[src/hw/rtl/avt_ram.sv]
// Generic single-write, single-read RAM with registered read data.
`timescale 1ns / 1ps

module avt_ram #(
   parameter int WIDTH = 32,
   parameter int DEPTH = 64
) (
   input  logic                     clock,
   input  logic                     wr_en,
   input  logic [$clog2(DEPTH)-1:0] wr_addr,
   input  logic [WIDTH-1:0]         wr_data,
   input  logic                     rd_en,
   input  logic [$clog2(DEPTH)-1:0] rd_addr,
   output logic [WIDTH-1:0]         rd_data
);

   logic [WIDTH-1:0] mem_ff [DEPTH];
   logic [WIDTH-1:0] rd_data_ff;

   always_ff @(posedge clock) begin
      if (wr_en) begin
         mem_ff[wr_addr] <= wr_data;
      end
      if (rd_en) begin
         rd_data_ff <= mem_ff[rd_addr];
      end
   end

   assign rd_data = rd_data_ff;

endmodule

[config.mk]
export PLATFORM = sky130hd
export DESIGN_NAME = avt_ram
export DESIGN_NICKNAME = d
export VERILOG_FILES = /design/src/hw/rtl/avt_ram.sv
export SDC_FILE = /design/constraint.sdc
export NUM_CORES = 2
export LEC_CHECK = 0
export BUFFER_PORTS_ARGS = -buffer_cell sky130_fd_sc_hd__buf_2
export CAP_MARGIN = 15
export CORE_UTILIZATION = 55
export DETAILED_ROUTE_END_ITERATION = 16
export HOLD_SLACK_MARGIN = 0.03
export PLACE_DENSITY = 0.71
export SLEW_MARGIN = 10
export SYNTH_ARGS = -nofsm -noshare
export SYNTH_HDL_FRONTEND = slang
export SYNTH_SLANG_ARGS = --single-unit
[constraint.sdc]
create_clock -name clock -period 3.8 [get_ports clock]
set_input_delay 0.19 -clock clock [delete_from_list [all_inputs] [get_ports clock]]
set_output_delay 0.19 -clock clock [all_outputs]
set_load 0.01 [all_outputs]
==> impl_metrics.ini <==
[route]
antenna_left = 0
first_pass_iters = 6
drc = 0
finalWirelength_um = 202000
dr.first_iter.drc_count = 5493
viasPerCell = 6.64
wl_per_cell_um = 35.3
vias = 37900

[grt]
grt_pass1_wl_um = 285000
antenna_found_initial = 18
grt_util_all_layers_pct = 28.4
grt_max_degree = 65
grt_pass1_vias = 38000
grt_overflow = 0

[logic_synthesis]
synthCells = 3324
synth_adder_area_share_pct = 0
synth_ff_type = edfxtp_1
synth_area_leaders = edfxtp_1 79%, mux4_2 16%, mux2i_1 1.2%
ys_warn_count = 0
synth_compound_area_share_pct = 1.67
synth-simple-area-share_pct = 1.26
synth.most_common_cell = edfxtp_1
synthMuxAreaShare_pct = 16.7
synth_top_family_by_area = multiplexers
yosys_register_bits = 2080
ys_types = 33
synth-xor-area-share_pct = 0
synth_edf_count = 2080
netlist_area_um2 = 78800
synth-async-reset-ratio_pct = 0
yosys.area.top_type = edfxtp_1
syn_nets = 3371
syn_avg_cell_area_um2 = 23.7
yosys-top-cells-count = 2080 x edfxtp_1, 544 x mux4_2, 137 x nor2_1
seq_area_frac_synth_pct = 79.2
yosysTopAreaCellShare_pct = 79.2

[clocking]
cts_root_buffer = clkbuf_16
cts_tree = yes
cts_max_path_buffers = 3
htree_levels = 4
insertion_delay_ns = 0.83
cts.reportedPaths.clkPinSlew_ns = 0.06
cts_sinks = 2080
cts_buffers = 196

[finish]
area_delta_synth_final_pct = 14.0
fillers = 9155
finish.instance_area_um2 = 89900
regArea_um2 = 62500
num-nets-final = 3711
final-instance-count-excl-fill = 5712
drive_gt1_share_pct = 30.7
multi_input_area_um2 = 16000

[timing]
period_needed_ns = 2.69
setup-violations-final = 0
grt_setup_unrepaired = false
post-route-period-util_pct = 70.7
relSlewSlack_pct = 22.2
clock_skew_ns = 0.0264
max_clock_freq_mhz = 372
tightest_slew_ns = 1.17
finalSetupTns_ns = 0
hold_viol = 0
fin_ws_ns = 1.11
slew_violations = 0

[worst_setup_path]
path_cells = dlygate4sd3_1 > buf_2 > nor2b_1 > nand3_1 > nor2_4 > buf_4
cp_slowest_cell = nand3_1
path_class = in2reg
arrival_ns = 3.13
crit_required_ns = 4.24
cp_max_fo = 26
slowest_delay_ns = 0.67
rr_worst_depth = 4
cp-end-kind = flip-flop
crit_path_start_kind = input port

[pwr]
cellPowerDensity_nw_per_um2 = 525
p_int_uw = 37300
switchingPower_uw = 9880
comb_power_share_pct = 5.3
power_frac_seq_pct = 54.1
swShare_pct = 20.9
p_leak_uw = 0.0281
clkPwrFrac_pct = 40.6
max-vdd-ir-drop_mv = 0.457

[outcome]
status = finished clean

[job]
drv_cap = 0

[floorplanning]
io_pins = 79
core_um2 = 142000
die_h_um = 381
die_w_um = 381
die-area_um2 = 145000
start_util_pct = 55.5
rows = 138

[placed_design]
dp.cells = 5321
gp_congestion = 0.850
dp_slack_ns = 0.281
io_buffers = 78
dpl_cell_area_um2 = 83200
dp_hpwl_um = 115000

[hold_path]
min_path_type = in2reg
hold_path_depth = 2
[through the flow]
| step | utilization, % | hold slack [ns] | power [uW] |
|---|---|---|---|
| after global placement | 58.6 | 0.565 | 28400 |
| final | 63.3 | 0.0653 | 47200 |
| after detailed placement | 58.6 | 0.587 | 28500 |
| after CTS | 63.1 | 0.0436 | 47400 |
| after floorplan | - | 0.289 | 27200 |
| after global routing | 63.3 | 0.0627 | 48400 |
[worst paths after layout]
check	from	to	slack (ns)
hold reg to reg	mem_ff[28][4]	rd_data[4]	0.84
setup / recovery	wr_addr[2]	mem_ff[61][19]	1.11
setup reg to reg	mem_ff[15][10]	rd_data[10]	1.22
hold / removal	wr_data[17]	mem_ff[18][17]	0.07
[per-layer routing]
layer  wire [um]  up-vias  track usage [%]
met3       24900      325             7.48
met2       95000     2361             43.3
met1       74900    20200             40.2
li1            -    15000                -
met5          87        -                0
met4        6970       14             9.70
[power by group through the flow]
stage               combinational (uW)  clock, uW  sequential, uW
finish                            2510      19200           25500
detailed placement                2440          0           26000
global route                      2610      20200           25600
CTS                               2470      19300           25600
floorplan                         1240          0           26000
global placement                  2400          0           26000
[sequential cells by signal (all words and copies together) (netlist names)]
name and flops:
rd_data 32, mem_ff 2048
[layout make-up]
| class | count | area share (%) |
|---|---|---|
| Clock inverter | 107 | 1.17 |
| Clock buffer | 243 | 5.75 |
| Sequential cell | 2080 | 69.5 |
| Antenna cell | 6 | 0.0167 |
| Tap cell | 1890 | 2.63 |
| Multi-Input combinational cell | 1062 | 17.8 |
| Timing Repair Buffer | 324 | 3.18 |
[cell usage in the layout (no fill, tap or decap), types with 27 or more instances in the layout]
master,Yosys,layout
nor2_1,137,75
buf_2,57,70
clkbuf_1,74,43
o22ai_1,84,84
clkinv_1,0,43
clkbuf_16,0,200
buf_4,25,182
mux4_2,544,544
mux2i_1,93,93
a21oi_1,62,62
nor2_4,0,62
o221ai_1,27,27
dlygate4sd3_1,0,28
buf_12,0,39
edfxtp_1,2080,2080
[logic make-up (layout without fill, tap and decap cells)]
logic type | after synthesis | count (layout)
simple gates | 223 | 223
other cells | 0 | 6
flops | 2080 | 2080
mux | 637 | 637
compound gates | 202 | 202
buf+inv | 182 | 674
[critical path: cells and delay by family]
kind,cells,cell delay (ns)
simple gates,3,1.41
buf+inv,3,1.48
[repair_timing]
item | 4_1_cts | 5_1_grt
resized for setup | 0 | 0
setup buffers | 0 | 0
hold buffers | 18 | 10
endpoints found under the setup margin | 0 | 0
endpoints found under the hold margin | 455 | 494
Note: power is estimated with default switching activity, not from simulation.
